`src/rtl/coverage_blend_pixel_writer_top_defines.svh`:
```
// Assertion macros shared by the pixel writer RTL.
// Plain text macros only; no dependencies.
`ifndef COVERAGE_BLEND_PIXEL_WRITER_TOP_DEFINES_SVH
`define COVERAGE_BLEND_PIXEL_WRITER_TOP_DEFINES_SVH

// Same-cycle implication, disabled during reset
`define CBPW_ASSERT_IMP(name, clk_sig, rstn_sig, ante, cons, msg) \
    name: assert property (@(posedge clk_sig) disable iff (!rstn_sig) (ante) |-> (cons)) \
        else $error(msg);

// Next-cycle implication, disabled during reset
`define CBPW_ASSERT_NXT(name, clk_sig, rstn_sig, ante, cons, msg) \
    name: assert property (@(posedge clk_sig) disable iff (!rstn_sig) (ante) |=> (cons)) \
        else $error(msg);

`endif

```
`src/rtl/cbpw_pkg.sv`:
```
// Shared types and constants for the coverage blend pixel writer.
// No dependencies; cbpw_regs, cbpw_mul_unit and the top level use it by scoped names.
`default_nettype none

package cbpw_pkg;

    // Fixed widths of the shared multiplier, the accumulate path, t, the pixel coordinates and the register address
    localparam int MUL_A_W = 36;
    localparam int MUL_B_W = 18;
    localparam int MUL_P_W = MUL_A_W + MUL_B_W;
    localparam int ACC_W   = 56;
    localparam int T_W     = 35;
    localparam int COORD_W = 13;
    localparam int PADDR_W = 6;

    // Operation codes
    localparam logic [1:0] FUNC_PAINT = 2'd0;
    localparam logic [1:0] FUNC_FILL  = 2'd1;
    localparam logic [1:0] FUNC_READ  = 2'd2;
    localparam logic [1:0] FUNC_NONE  = 2'd3;

    // Register indexes (byte address 8*index)
    localparam logic [2:0] REG_SHADER_MODE  = 3'd0;
    localparam logic [2:0] REG_COLOR_START  = 3'd1;
    localparam logic [2:0] REG_COLOR_END    = 3'd2;
    localparam logic [2:0] REG_GRAD_START_X = 3'd3;
    localparam logic [2:0] REG_GRAD_SCALE   = 3'd4;

    // Coverage limits, Q1.16
    localparam logic [16:0] FULL_COV      = 17'h10000;
    localparam logic [24:0] LOW_COV_LIMIT = 25'h0010000;

    typedef struct packed {
        logic [1:0]  func;
        logic [6:0]  pixel_x;
        logic [6:0]  pixel_y;
        logic [16:0] coverage;
    } item_t;

    typedef struct packed {
        logic [7:0] out_red;
        logic [7:0] out_green;
        logic [7:0] out_blue;
        logic [7:0] out_alpha;
    } result_t;

    typedef struct packed {
        logic               shader_mode;
        logic [63:0]        color_start;
        logic [63:0]        color_end;
        logic signed [15:0] grad_start_x;
        logic signed [17:0] grad_scale;
    } cfg_t;

    typedef logic signed [MUL_A_W-1:0] mul_a_t;
    typedef logic signed [MUL_B_W-1:0] mul_b_t;
    typedef logic signed [MUL_P_W-1:0] mul_p_t;

    typedef struct packed {
        logic   en;
        mul_a_t a;
        mul_b_t b;
    } mul_req_t;

    typedef enum logic [3:0] {
        ST_IDLE,
        ST_DECODE,
        ST_READ_OUT,
        ST_T_MUL,
        ST_T_ACC,
        ST_G_MUL,
        ST_G_ACC,
        ST_F_MUL,
        ST_F_ACC,
        ST_B_MUL,
        ST_B_ACC,
        ST_WRITE
    } state_t;

endpackage

`default_nettype wire

```
`src/rtl/cbpw_mul_unit.sv`:
```
// Shared signed multiplier with a registered product.
// Depends on cbpw_pkg for the operand and product types.
`default_nettype none

module cbpw_mul_unit (
    input  wire logic               clk,
    input  cbpw_pkg::mul_req_t      req,
    output cbpw_pkg::mul_p_t        product
);

    cbpw_pkg::mul_p_t product_reg;

    assign product = product_reg;

    // Multiply when the sequencer issues an operation; hold otherwise
    always_ff @(posedge clk)
    begin
        if (req.en)
        begin
            product_reg <= cbpw_pkg::MUL_P_W'(req.a) * cbpw_pkg::MUL_P_W'(req.b);
        end
    end

endmodule

`default_nettype wire

```
`config.mk`:
```
export PLATFORM = sky130hd
export DESIGN_NAME = cbpw_mul_unit
export DESIGN_NICKNAME = d
export VERILOG_FILES = /design/src/rtl/coverage_blend_pixel_writer_top_defines.svh /design/src/rtl/cbpw_pkg.sv /design/src/rtl/cbpw_mul_unit.sv
export SDC_FILE = /design/constraint.sdc
export NUM_CORES = 2
export LEC_CHECK = 0
export ABC_AREA = 1
export BUFFER_PORTS_ARGS = -buffer_cell sky130_fd_sc_hd__buf_4
export CAP_MARGIN = 20
export CORE_MARGIN = 2
export CORE_UTILIZATION = 45
export DETAILED_ROUTE_END_ITERATION = 8
export HOLD_SLACK_MARGIN = 0.05
export PLACE_DENSITY = 0.6
export SLEW_MARGIN = 20
export SYNTH_ARGS = -nofsm -noshare
export SYNTH_HDL_FRONTEND = slang
export SYNTH_SLANG_ARGS = --single-unit
```
`constraint.sdc`:
```
create_clock -name clk -period 7.95 [get_ports clk]
set_input_delay 0.795 -clock clk [delete_from_list [all_inputs] [get_ports clk]]
set_output_delay 0.795 -clock clk [all_outputs]
set_load 0.1 [all_outputs]
```
==> results.txt <==
- The run finished with clean final reports.
* Clock tree from TritonCTS: built
* FF/Latch Area: 1622 um2
- Hold-fix buffer count after cts: 0
- Sequential fraction of the synthesis area: 6.207%
- The routed layout has 19779 vias.
- The number of antenna violations at the first check in global routing came to 1.
- Post-CTS timing repair inserted 0 buffers for setup.
- For this block, the routed nets add up to 68.27 mm of wire.
- Crit share post-route: 82.62%
* Worst path arrival time: 6.63 ns
- TritonCTS created 5 clock buffers.
* Worst Min Path Start: req[18]
* Final setup margin: 1.381 ns
* Initial detailed-routing violation count: 998
- Entering global routing, the biggest net connects 55 pins.
- Number of cell rows: 88
- Count of state elements after synthesis: 54
- For this run, the share of the core covered by cells in the final layout is 47.81%.
- At the pin with the least slew margin, the transition time is 0.7221 ns.
* Final cell area excluding filler cells: 27530 um2
* Critical path capture point type: flip-flop
- The tree built by TritonCTS fans out to 54 sinks.
* Number of flops mapped to enable cells by yosys: 54
* Count of different cell masters after synthesis: 33
- The tightest min-delay check is of the primary input to flip-flop type.
- Stage delay of the slowest cell on the critical path: 0.81 ns
* Initial core utilization: 45.37%
- CTS built an H-tree with a depth of 2.
- Setup WS pre-CTS: 1.083 ns
- Syn_nets: 4244
- Compared with the post-synthesis result, the final layout area differs by 5.374%.
* Final setup TNS: 0 ns
- In the routed design, unresolved DRC markers number 0.
* Final antenna-violating net count: 0
- By startpoint and endpoint, the worst setup path is classified as primary input to flip-flop.
- Final-report setup violation count: 0
* Netlist area before placement: 26130 um2
- In the final design database the tool counted 4220 nets.
- Number of flip-flops in the largest register: 54
* Port buffer count: 109
- Worst-path clk slew: 0.08 ns
- Avg WL per Cell: 16.32 um
* Die Span Y: 244.9 um
- Fraction of final layout cells with drive strength greater than 1: 6.232%
- Detailed placement ended at an HPWL of 57.44 mm.
- PostCTS Resize Cnt: 0
* Combined area of the multi-input logic cells: 19560 um2
* Final critical-path required period: 6.569 ns
- Overflow left after global routing: 0
* Core region area: 57590 um2
- Area enclosed by the die boundary: 60000 um2
* First drt pass iteration count: 5
- Number of global-route vias before repair: 21030
* Maximum clock path buffer count: 2
- Of all flip-flops after synthesis, the portion carrying an async set or reset was 0%.
- STA puts the critical path data required time at 8.01 ns.
- Boundary Pins: 110
- In this run the cell area measured after placement is 27390 um2.
- Horiz. Die Dim: 244.9 um
* Weighted congestion reported at the end of routability-driven placement: 0.9464
- In this run the number of cells on the critical path is 21.
- Number of violations of the max-capacitance limit: 0
- On the critical path, the stage with the largest delay is an instance of sky130_fd_sc_hd__fa_1.
- In this run the tightest slew margin relative to its limit is 51.86%.
- Crit path buf inv count: 5
- The path with the worst hold slack has its endpoint at product[0].
- The worst hold path was traced through 3 stages.
- RSZ-0062 raised after global routing: no
- Yosys synthesis warning count: 0
- Post-synthesis average cell area: 7.590 um2
- Most used flip-flop cell after synthesis: sky130_fd_sc_hd__edfxtp_1
* Final Max Slew Viols: 0
- The worst setup path is launched from a primary input.
* Routed via count divided by cell count: 4.727
* Cells traversed along the worst timing path: buf_4, nand2_1, fa_1, inv_1, fa_1, inv_1, fa_1, fa_1, fa_1, fa_1, inv_1, ha_1, nand2_1, inv_1, nand2_1, nor3_1, nand2_1, nor2_1, nand2_1, nand4_1, nand2_1
* Peak fanout along the critical path: 36
- Global-route usage over all layers: 24.10%
* Root buffer selected by CTS: sky130_fd_sc_hd__clkbuf_16
- Fin. Hold Viols: 0
- After technology mapping, the gate count stands at 3442.
- Top cell family by delay on the critical path: adder cells
* Wire length of the first global-routing pass: 112.3 mm
- Fill cells in the final layout number 5863.
* Max Clock Freq: 152.2 MHz
[Yosys cell counts, types with 7 or more instances]
cell type | instances | share of area, %
sky130_fd_sc_hd__nor2_1 | 68 | 0.98
sky130_fd_sc_hd__o21ai_0 | 7 | 0.13
sky130_fd_sc_hd__nand3_1 | 40 | 0.77
sky130_fd_sc_hd__inv_1 | 1148 | 16
sky130_fd_sc_hd__nand2_2 | 17 | 0.41
sky130_fd_sc_hd__nand2_1 | 1034 | 15
sky130_fd_sc_hd__edfxtp_1 | 54 | 6.2
sky130_fd_sc_hd__nand4_1 | 16 | 0.38
sky130_fd_sc_hd__clkbuf_1 | 126 | 1.8
sky130_fd_sc_hd__fa_1 | 617 | 47
sky130_fd_sc_hd__xor2_1 | 28 | 0.94
sky130_fd_sc_hd__buf_1 | 17 | 0.24
sky130_fd_sc_hd__nor3_2 | 7 | 0.27
sky130_fd_sc_hd__ha_1 | 129 | 6.2
sky130_fd_sc_hd__inv_2 | 23 | 0.33
sky130_fd_sc_hd__a21oi_1 | 37 | 0.71
sky130_fd_sc_hd__nor2_2 | 27 | 0.65
[placed cells by master (no fill, tap or decap), drive strengths merged]
| cell | count |
|---|---|
| inv | 1171 |
| nand2 | 1052 |
| fa | 617 |
| ha | 129 |
| buf | 112 |
| nor2 | 99 |
| edfxtp | 54 |
| nand3 | 45 |
| a21oi | 40 |
| xor2 | 28 |
| nand4 | 16 |
| nor3 | 13 |
| o21ai | 8 |
| or2 | 7 |
| xnor2 | 5 |
| clkbuf | 5 |
| o21bai | 4 |
| nand3b | 3 |
| clkinv | 2 |
| nand2b | 2 |
| a21o | 2 |
| clkinvlp | 2 |
| and2 | 2 |
| diode | 1 |
[per-stage QoR]
step           hold slack [ns]  cells
5_1_grt                  1.067   4183
3_5_place_dp             1.366   4176
6_report                 1.071   4184
2_1_floorplan           0.9075   3442
3_3_place_gp             1.368   4176
4_1_cts                  1.063   4183
[cells by family after synthesis]
group,after synthesis,share of synthesized area [%]
AO/OA/AOI/OAI,54,1.135
XOR/XNOR,33,1.106
adder cells (fa/ha/maj),746,53.46
buffers and inverters,1316,18.91
flip-flops,54,6.207
AND/OR/NAND/NOR,1239,19.19
[routing by layer]
metal  global-route usage [%]  routed length (um)  share of wire (%)  up-vias
met2                    44.71               35430                 52      518
met5                        0                   0                  0        -
met1                    30.06               27940                 41     9831
li1                         -                   -                  -     9325
met4                    5.972                1795                2.6        0
met3                    2.274                3106                4.5      105
[worst max-delay path by stage]
stage	slack [ns]	from	end
after global placement	1.10	req[0]	product[43]
after detailed placement	1.08	req[6]	product[49]
after CTS	1.40	req[6]	product[49]
final	1.38	req[6]	product[49]
after floorplan	1.69	req[53]	product[49]
after global routing	1.04	req[0]	product[49]
[cell type report]
class / count / area share, %
Tap cell: 765 / 3.477
Sequential cell: 54 / 5.890
Clock inverter: 2 / 0.05454
Clock buffer: 5 / 0.4545
Multi-Input combinational cell: 2072 / 71.07
Inverter: 1173 / 15.99
Timing Repair Buffer: 112 / 3.054
Antenna cell: 1 / 0.009090
Power is not shown: default switching activity piles up to over one toggle a cycle in this logic, so the estimate is an artifact.
