`config.mk`:
```
export PLATFORM = sky130hd
export DESIGN_NAME = cbpw_regs
export DESIGN_NICKNAME = d
export VERILOG_FILES = /design/src/rtl/coverage_blend_pixel_writer_top_defines.svh /design/src/rtl/cbpw_pkg.sv /design/src/rtl/cbpw_regs.sv
export SDC_FILE = /design/constraint.sdc
export NUM_CORES = 1
export LEC_CHECK = 0
export BUFFER_PORTS_ARGS = -buffer_cell sky130_fd_sc_hd__buf_2
export CAP_MARGIN = 5
export CORE_MARGIN = 8
export CORE_UTILIZATION = 45
export DETAILED_ROUTE_END_ITERATION = 10
export PLACE_DENSITY = 0.78
export SYNTH_ARGS = -nofsm -noshare
export SYNTH_HDL_FRONTEND = slang
export SYNTH_SLANG_ARGS = --single-unit
```
`constraint.sdc`:
```
create_clock -name clk -period 2.1 [get_ports clk]
set_input_delay 0.42 -clock clk [delete_from_list [all_inputs] [get_ports clk]]
set_output_delay 0.42 -clock clk [all_outputs]
set_load 0.1 [all_outputs]
```
`src/rtl/coverage_blend_pixel_writer_top_defines.svh`:
```
// Assertion macros shared by the pixel writer RTL.
// Plain text macros only; no dependencies.
`ifndef COVERAGE_BLEND_PIXEL_WRITER_TOP_DEFINES_SVH
`define COVERAGE_BLEND_PIXEL_WRITER_TOP_DEFINES_SVH

// Same-cycle implication, disabled during reset
`define CBPW_ASSERT_IMP(name, clk_sig, rstn_sig, ante, cons, msg) \
    name: assert property (@(posedge clk_sig) disable iff (!rstn_sig) (ante) |-> (cons)) \
        else $error(msg);

// Next-cycle implication, disabled during reset
`define CBPW_ASSERT_NXT(name, clk_sig, rstn_sig, ante, cons, msg) \
    name: assert property (@(posedge clk_sig) disable iff (!rstn_sig) (ante) |=> (cons)) \
        else $error(msg);

`endif

```
`src/rtl/cbpw_pkg.sv`:
```
// Shared types and constants for the coverage blend pixel writer.
// No dependencies; cbpw_regs, cbpw_mul_unit and the top level use it by scoped names.
`default_nettype none

package cbpw_pkg;

    // Fixed widths of the shared multiplier, the accumulate path, t, the pixel coordinates and the register address
    localparam int MUL_A_W = 36;
    localparam int MUL_B_W = 18;
    localparam int MUL_P_W = MUL_A_W + MUL_B_W;
    localparam int ACC_W   = 56;
    localparam int T_W     = 35;
    localparam int COORD_W = 13;
    localparam int PADDR_W = 6;

    // Operation codes
    localparam logic [1:0] FUNC_PAINT = 2'd0;
    localparam logic [1:0] FUNC_FILL  = 2'd1;
    localparam logic [1:0] FUNC_READ  = 2'd2;
    localparam logic [1:0] FUNC_NONE  = 2'd3;

    // Register indexes (byte address 8*index)
    localparam logic [2:0] REG_SHADER_MODE  = 3'd0;
    localparam logic [2:0] REG_COLOR_START  = 3'd1;
    localparam logic [2:0] REG_COLOR_END    = 3'd2;
    localparam logic [2:0] REG_GRAD_START_X = 3'd3;
    localparam logic [2:0] REG_GRAD_SCALE   = 3'd4;

    // Coverage limits, Q1.16
    localparam logic [16:0] FULL_COV      = 17'h10000;
    localparam logic [24:0] LOW_COV_LIMIT = 25'h0010000;

    typedef struct packed {
        logic [1:0]  func;
        logic [6:0]  pixel_x;
        logic [6:0]  pixel_y;
        logic [16:0] coverage;
    } item_t;

    typedef struct packed {
        logic [7:0] out_red;
        logic [7:0] out_green;
        logic [7:0] out_blue;
        logic [7:0] out_alpha;
    } result_t;

    typedef struct packed {
        logic               shader_mode;
        logic [63:0]        color_start;
        logic [63:0]        color_end;
        logic signed [15:0] grad_start_x;
        logic signed [17:0] grad_scale;
    } cfg_t;

    typedef logic signed [MUL_A_W-1:0] mul_a_t;
    typedef logic signed [MUL_B_W-1:0] mul_b_t;
    typedef logic signed [MUL_P_W-1:0] mul_p_t;

    typedef struct packed {
        logic   en;
        mul_a_t a;
        mul_b_t b;
    } mul_req_t;

    typedef enum logic [3:0] {
        ST_IDLE,
        ST_DECODE,
        ST_READ_OUT,
        ST_T_MUL,
        ST_T_ACC,
        ST_G_MUL,
        ST_G_ACC,
        ST_F_MUL,
        ST_F_ACC,
        ST_B_MUL,
        ST_B_ACC,
        ST_WRITE
    } state_t;

endpackage

`default_nettype wire

```
`src/rtl/cbpw_regs.sv`:
```
// APB-style configuration register file for the pixel writer.
// Depends on cbpw_pkg for the register indexes and the cfg_t struct.
`default_nettype none

module cbpw_regs (
    input  wire logic                           clk,
    input  wire logic                           rst_n,
    input  wire logic                           psel,
    input  wire logic                           penable,
    input  wire logic                           pwrite,
    input  wire logic [cbpw_pkg::PADDR_W-1:0]   paddr,
    input  wire logic [63:0]                    pwdata,
    output logic      [63:0]                    prdata,
    output logic                                pready,
    output cbpw_pkg::cfg_t                      cfg
);

    cbpw_pkg::cfg_t cfg_reg;
    logic [2:0]     reg_idx;
    logic           wr_en;

    assign reg_idx = paddr[cbpw_pkg::PADDR_W-1:3];
    assign wr_en   = psel && penable && pwrite;
    assign pready  = 1'b1;
    assign cfg     = cfg_reg;

    // Capture a write beat in the access phase
    always_ff @(posedge clk or negedge rst_n)
    begin
        if (!rst_n)
        begin
            cfg_reg <= '0;
        end
        else if (wr_en)
        begin
            unique case (reg_idx)
                cbpw_pkg::REG_SHADER_MODE:  cfg_reg.shader_mode  <= pwdata[0];
                cbpw_pkg::REG_COLOR_START:  cfg_reg.color_start  <= pwdata;
                cbpw_pkg::REG_COLOR_END:    cfg_reg.color_end    <= pwdata;
                cbpw_pkg::REG_GRAD_START_X: cfg_reg.grad_start_x <= pwdata[15:0];
                cbpw_pkg::REG_GRAD_SCALE:   cfg_reg.grad_scale   <= pwdata[17:0];
                default:                    ;
            endcase
        end
    end

    // Read back the addressed register
    always_comb
    begin
        unique case (reg_idx)
            cbpw_pkg::REG_SHADER_MODE:  prdata = {63'd0, cfg_reg.shader_mode};
            cbpw_pkg::REG_COLOR_START:  prdata = cfg_reg.color_start;
            cbpw_pkg::REG_COLOR_END:    prdata = cfg_reg.color_end;
            cbpw_pkg::REG_GRAD_START_X: prdata = {48'd0, cfg_reg.grad_start_x};
            cbpw_pkg::REG_GRAD_SCALE:   prdata = {46'd0, cfg_reg.grad_scale};
            default:                    prdata = '0;
        endcase
    end

endmodule

`default_nettype wire

```
==> results of run 1 <==
==> synthesized netlist by cell type <==
cell type / number / area share [%]
nor3b_2: 1 / 0.18
nand4bb_1: 1 / 0.16
nand4_4: 1 / 0.30
conb_1: 1 / 0.053
mux2_1: 4 / 0.64
nor3b_1: 2 / 0.21
nand4b_1: 1 / 0.12
dfrtp_1: 163 / 58
clkbuf_1: 3 / 0.16
buf_6: 7 / 1.1
a22oi_1: 2 / 0.21
a22o_1: 61 / 7.6
nor2_2: 1 / 0.089
nor2_1: 2 / 0.11
a221o_1: 15 / 2.1
nor3_4: 1 / 0.23
nor2_4: 1 / 0.16
nand2_1: 1 / 0.053
mux2i_1: 2 / 0.28
o21ai_0: 2 / 0.14
mux2_2: 159 / 25
a211o_1: 1 / 0.12
buf_4: 4 / 0.43
nor3_1: 2 / 0.14
buf_2: 20 / 1.4
and3b_1: 1 / 0.12
nor2b_1: 2 / 0.18
nand2b_4: 1 / 0.20
==> layer usage <==
| layer | up-vias | routed length [um] |
|---|---|---|
| met5 | - | 0 |
| met4 | 0 | 350 |
| met3 | 29 | 1724 |
| met2 | 242 | 13060 |
| met1 | 2866 | 8722 |
| li1 | 2417 | - |
==> path summary, 6_finish.rpt <==
path                                       from              endpoint  slack [ns]  depth (start not counted)
min in group asynchronous                 rst_n   cfg[21]$_DFFE_PN0P_        0.50                          2
hold / removal                       pwdata[40]   cfg[74]$_DFFE_PN0P_        0.24                          2
setup / recovery                       paddr[5]             prdata[9]      -0.005                          8
hold reg to reg             cfg[17]$_DFFE_PN0P_   cfg[17]$_DFFE_PN0P_        0.54                          1
setup reg to reg           cfg[117]$_DFFE_PN0P_  cfg[117]$_DFFE_PN0P_        1.26                          1
max in group asynchronous                 rst_n   cfg[85]$_DFFE_PN0P_        0.93                          3
==> cells in the final DEF, fill, tap and decap left out, types with 2 or more instances in the layout <==
cell,instances
bufinv_16,5
buf_2,231
dfrtp_2,2
nor3_1,2
o21ai_4,2
a22o_4,31
dfrtp_1,161
clkbuf_8,2
mux2_2,159
clkbuf_16,21
buf_4,17
mux2_1,4
buf_16,2
a22oi_1,2
a221o_2,6
buf_8,2
nor2b_1,2
a22o_2,15
clkbuf_1,2
a221o_4,9
a22o_1,15
buf_12,80
buf_6,8
nor3b_4,2
inv_6,2
mux2i_1,2
clkinv_4,2
nor2_4,2
==> cell type report <==
cell class              count  share of cell area [%]
flip-flops and latches    163                   35.81
repair buffers            346                   28.11
multi-input cells         265                   27.99
clock buffers              21                   4.040
well taps                 211                   2.317
clock inverters            11                   1.735
==> stage by stage <==
| step | utilization [%] | std cells | cell area (sq um) | total power, mW | setup TNS (ns) |
|---|---|---|---|---|---|
| 4_1_cts | 72.99 | 1010 | 11140 | 15.64 | -0.2167 |
| 3_3_place_gp | 67.32 | 967 | 10270 | 11.98 | -1.832 |
| 3_5_place_dp | 67.32 | 967 | 10270 | 12.12 | -3.384 |
| 6_report | 74.69 | 1017 | 11400 | 15.62 | -0.004663 |
| 5_1_grt | 74.69 | 1017 | 11400 | 16.08 | -0.4965 |
| 2_1_floorplan | - | 462 | 7347 | 10.38 | -6.533 |
==> what timing repair did <==
action	in CTS	in global routing
setup buffers	7	3
hold buffers	1	0
hold endpoints to repair	41	0
pin swaps	15	6
gates resized for setup	14	19
setup endpoints to repair	52	44
cloned	3	4
==> power groups by stage <==
stage	sequential, mW	clock [mW]	combinational [mW]
finish	4.35	3.45	7.82
global route	4.43	3.66	7.98
CTS	4.32	3.50	7.81
detailed placement	4.37	0	7.75
global placement	4.29	0	7.69
floorplan	8.76	0	1.62
==> logic make-up after synthesis <==
| family | share of synthesized area [%] |
|---|---|
| muxes | 26.37 |
| DFF | 57.98 |
| AOI/OAI and AO/OA | 10.21 |
| buffers and inverters | 3.130 |
| and+or+nand+nor | 2.259 |
| other | 0.05330 |
==> key figures, run 1 <==
Run status
  – Status: finished, violations left
  – Failing checks: negative setup slack

Global route
  – Overflow after GRT: 0
  – Gr busiest metal: met2
  – M3 GR Usage: 7.427%
  – First-pass GRT wire length: 36110 um
  – Vias in the first global route: between 6000 and 7000
  – Met2 usage: 42.20%
  – Total track usage: 23.32%
  – Global Route met1 Usage: 25.27%
  – Antenna violations before repair: 0
  – Largest net degree at the start of global routing: 58

STA
  – Worst setup margin: -0.004663 ns
  – Slew Viols, Final: 0
  – RSZ-0062 raised after global routing: true
  – Final Hold Slack: around 0.24 ns
  – Setup Skew: 0 ns
  – Endpoints failing hold: 0
  – Final Setup Violations: 1
  – Max frequency: 475.1 MHz
  – Worst slew pin tran: 0.5271 ns
  – Worst rel slew slack: 65.10%
  – Fin crit share: 100.2%
  – Minimum clock period: between 2 and 2.5 ns

Setup path
  – CP endpoint kind: output port
  – Arr. time, crit path: 1.68 ns
  – Max incr delay on CP: 0.44 ns
  – Critical path cell sequence: buf_8 -> buf_6 -> nand2b_4 -> nor2_4 -> buf_8 -> buf_12 -> a221o_4 -> buf_12
  – Crit path buffers/inverters: 5
  – CP Class: in -> out
  – CP top delay family: buffers and inverters
  – Worst Path Required: 1.68 ns
  – Critical path startpoint category: input port
  – CP max FO: 6
  – Worst path slowest cell: a221o_4

Floorplanning
  – Die Span Y: 141.0 um
  – Initial core utilization: 46.11%
  – Die area: around 20000 sq um
  – # rows: 45
  – Core area: roughly 15000 sq um
  – Io pins: 303
  – Die W: 141.0 um

Pwr
  – Switching power: slightly above 8 mW
  – Worst vdd ir: 0.001373 V
  – Part of the power in registers: between 20% and 30%
  – Cell Int Power: ~7.5 mW
  – Pleak: 5.643 nW
  – Cell Pwr Density: approximately 1400 nW/um^2
  – Clk pwr share: 22.1%
  – Logic pwr share: 50.1%
  – Sw frac: 51.88%

Logic synthesis
  – Yosys warnings: 0
  – Post-Synthesis Net Count: 537
  – Library cells used by synthesis: 28
  – Seq cells post-synth: between 150 and 200
  – Syn avg cell area: between 15 and 20 sq um
  – Mapped Area: 7035 sq um
  – Syn Inst Count: between 400 and 500
  – Sequential area share after synthesis: 57.98%

Route
  – Via count: 5554
  – WL per Instance: 23.46 um
  – Initial DRC Count: 216
  – Antenna Nets Post-Route: 0
  – Post-Route WL: 23860 um
  – First-pass iteration count of the detailed router: 4
  – Vias per std cell: 5.461
  – DRC: 0

Final layout
  – # fillers: approximately 930
  – P&R area growth vs syn: 61.98%
  – Max reg flops: 163
  – Fin nets: 868
  – Multi-input gate area: 3189 sq um
  – FF/Latch Area: ~4100 sq um
  – Ratio of cells with drive above 1 in the final layout: 75.56%
  – ANT cells: 0

Placement
  – GPL Wtd Cong: 0.8137
  – DPL Wire Length: 16530 um
  – Place WS: -0.1089 ns
  – # port buffers: 298

Flow run
  – Max Cap Viol: 0

Clocking
  – CTS max path bufs: 2
  – Num CTS Buffers: 17
  – Clk pin slew, worst setup/hold paths: 0.06 ns
  – Clock Tree Root: clkbuf_16
  – H-tree depth: 4
  – CTS Sinks: 163
  – CTS tree: built
  – Worst skew pair latency: around 0.41 ns

Hold path
  – Tightest Hold Check Type: in -> reg
No activity file was read; power rests on OpenSTA's default activity.
==> run 2: changes to the inputs <==
==> constraint.sdc (replaced) <==
create_clock -name clk -period 2.1 [get_ports clk]
set_input_delay 0.105 -clock clk [delete_from_list [all_inputs] [get_ports clk]]
set_output_delay 0.105 -clock clk [all_outputs]
set_load 0.1 [all_outputs]
==> run 2 against run 1 <==
Sequential share of layout area is 1.5 points higher. Sequential power fell by 1%. Non-clock buffer count increased by 34. Routed wire length shrank 0.28%. Setup slack improved by 0.44 ns. Worst hold slack got worse by 0.027 ns. Largest cell class unchanged. Total power fell by 5.0%. Global-route usage rose by 0.47 points. Cell area decreased by 4.1%. The run now ends clean. Register-to-register slack barely moved.
==> key figures, run 2 (synthesis gave the netlist of run 1 again) <==
Run status
  – Status: completed

Global route
  – Vias in the first global route: roughly 6400
  – First-pass GRT wire length: ~37000 um
  – Global Route met1 Usage: around a quarter
  – Largest net degree at the start of global routing: 53
  – Total track usage: 23.78%
  – M3 GR Usage: 8.812%
  – Gr busiest metal: met2
  – Antenna violations before repair: 1
  – Overflow after GRT: 0
  – Met2 usage: between 40 and 50%

STA
  – Worst rel slew slack: 65.03%
  – Slew Viols, Final: 0
  – Worst slew pin tran: about 0.53 ns
  – Max frequency: approximately 600 MHz
  – Final Setup Violations: 0
  – Fin crit share: about four fifths
  – Endpoints failing hold: 0
  – Setup TNS: 0 ns
  – Minimum clock period: 1.664 ns
  – Final Hold Slack: 0.2119 ns
  – RSZ-0062 raised after global routing: false
  – Setup Skew: 0 ns

Placement
  – GPL Wtd Cong: 0.8444
  – DPL Wire Length: 16810 um
  – Placed Cells: 954
  – # port buffers: a little under 300

Setup path
  – CP top delay family: buffers and inverters
  – Critical path startpoint category: input port
  – Max incr delay on CP: 0.39 ns
  – Worst Path Required: 2.00 ns
  – Crit path buffers/inverters: 3
  – FF-to-FF path depth: 1
  – Worst path depth: 6
  – Worst path slowest cell: buf_4
  – Critical path cell sequence: buf_2 -> nand2b_4 -> nor2_4 -> buf_4 -> a22o_1 -> buf_12
  – Arr. time, crit path: 1.56 ns
  – CP Class: in -> out
  – CP max FO: 39
  – CP endpoint kind: output port

Clocking
  – Clock Tree Root: clkbuf_16
  – Clk pin slew, worst setup/hold paths: 0.06 ns
  – CTS Sinks: 163
  – H-tree depth: 4
  – Worst skew pair latency: 0.41 ns
  – CTS max path bufs: 2
  – CTS tree: built
  – Num CTS Buffers: 17

Floorplanning
  – Initial core utilization: 46.11%
  – Die W: 141.0 um
  – # rows: 45
  – Die area: 19890 sq um
  – Die Span Y: 141.0 um
  – Io pins: 303
  – Core area: 15260 sq um

Route
  – Post-Route WL: between 20000 and 25000 um
  – DRC: 0
  – Via count: 5769
  – Initial DRC Count: 266
  – First-pass iteration count of the detailed router: 4
  – Antenna Nets Post-Route: 0
  – WL per Instance: around 23 um
  – Vias per std cell: 5.484

Final layout
  – Non-Filler Instances: 1052
  – Commonest non-fill, non-tap cell in the layout: buf_2
  – Max reg flops: 163
  – Most frequent cells in the layout: buf_2, dfrtp_1, mux2_2
  – P&R area growth vs syn: 55.41%
  – # fillers: 963
  – Fin nets: 902
  – Ratio of cells with drive above 1 in the final layout: 61.31%

Flow run
  – Max Cap Viol: 0

Pwr
  – Cell Pwr Density: 1357 nW/um^2
  – Worst vdd ir: roughly 0.00091 V
  – Pleak: 5.355 nW

Hold path
  – Tightest Hold Check Type: in -> async
[run 2: final cells by class]
class | count | area (sq um) | share of cell area (%)
clock buffer | 20 | 446.7 | 4.085
sequential | 163 | 4079 | 37.30
antenna | 1 | 2.502 | 0.02289
timing repair buffer | 380 | 3284 | 30.04
tap | 211 | 264.0 | 2.414
clock inverter | 12 | 81.33 | 0.7438
multi-input combinational | 265 | 2776 | 25.39
[run 2: final timing paths]
check,startpoint,end,slack [ns]
max,paddr[5],prdata[46],0.44
min,rst_n,cfg[37]$_DFFE_PN0P_,0.21
max reg2reg,cfg[91]$_DFFE_PN0P_,cfg[91]$_DFFE_PN0P_,1.26
min reg2reg,cfg[74]$_DFFE_PN0P_,cfg[74]$_DFFE_PN0P_,0.51
max in group asynchronous,rst_n,cfg[8]$_DFFE_PN0P_,1.26
min in group clk,paddr[3],cfg[162]$_DFFE_PN0P_,0.30
[run 2: stage by stage]
step | utilization, % | power, mW | worst slack, ns | cell area, sq um
6_report | 71.66 | 14.84 | 0.4364 | 10930
5_1_grt | 71.64 | 15.28 | 0.3724 | 10930
4_1_cts | 71.64 | 14.89 | 0.4275 | 10930
3_5_place_dp | 63.92 | 12.00 | 0.3062 | 9753
3_3_place_gp | 63.92 | 11.85 | 0.3871 | 9753
2_1_floorplan | - | 10.27 | 0.08758 | 7058
[run 2: timing repair]
item,4_1_cts,5_1_grt
endpoints found under the setup margin,0,0
hold endpoints to repair,211,0
hold buffers,65,0
resized for setup,0,0
buffers inserted,0,0
[run 2: power by group]
group / internal (mW) / switching, mW / leakage [nW] / total, mW
sequential: 3.76 / 0.543 / 2.08 / 4.30
clock: 1.54 / 1.24 / 0.264 / 2.78
combinational: 1.49 / 6.26 / 3.01 / 7.76
[run 2: metal layers]
metal,wire length [um],share of wire [%],vias up
met5,8,0.034,-
met4,288,1.2,2
met3,2305,9.7,24
met2,12620,53,312
met1,8574,36,2941
li1,-,-,2490
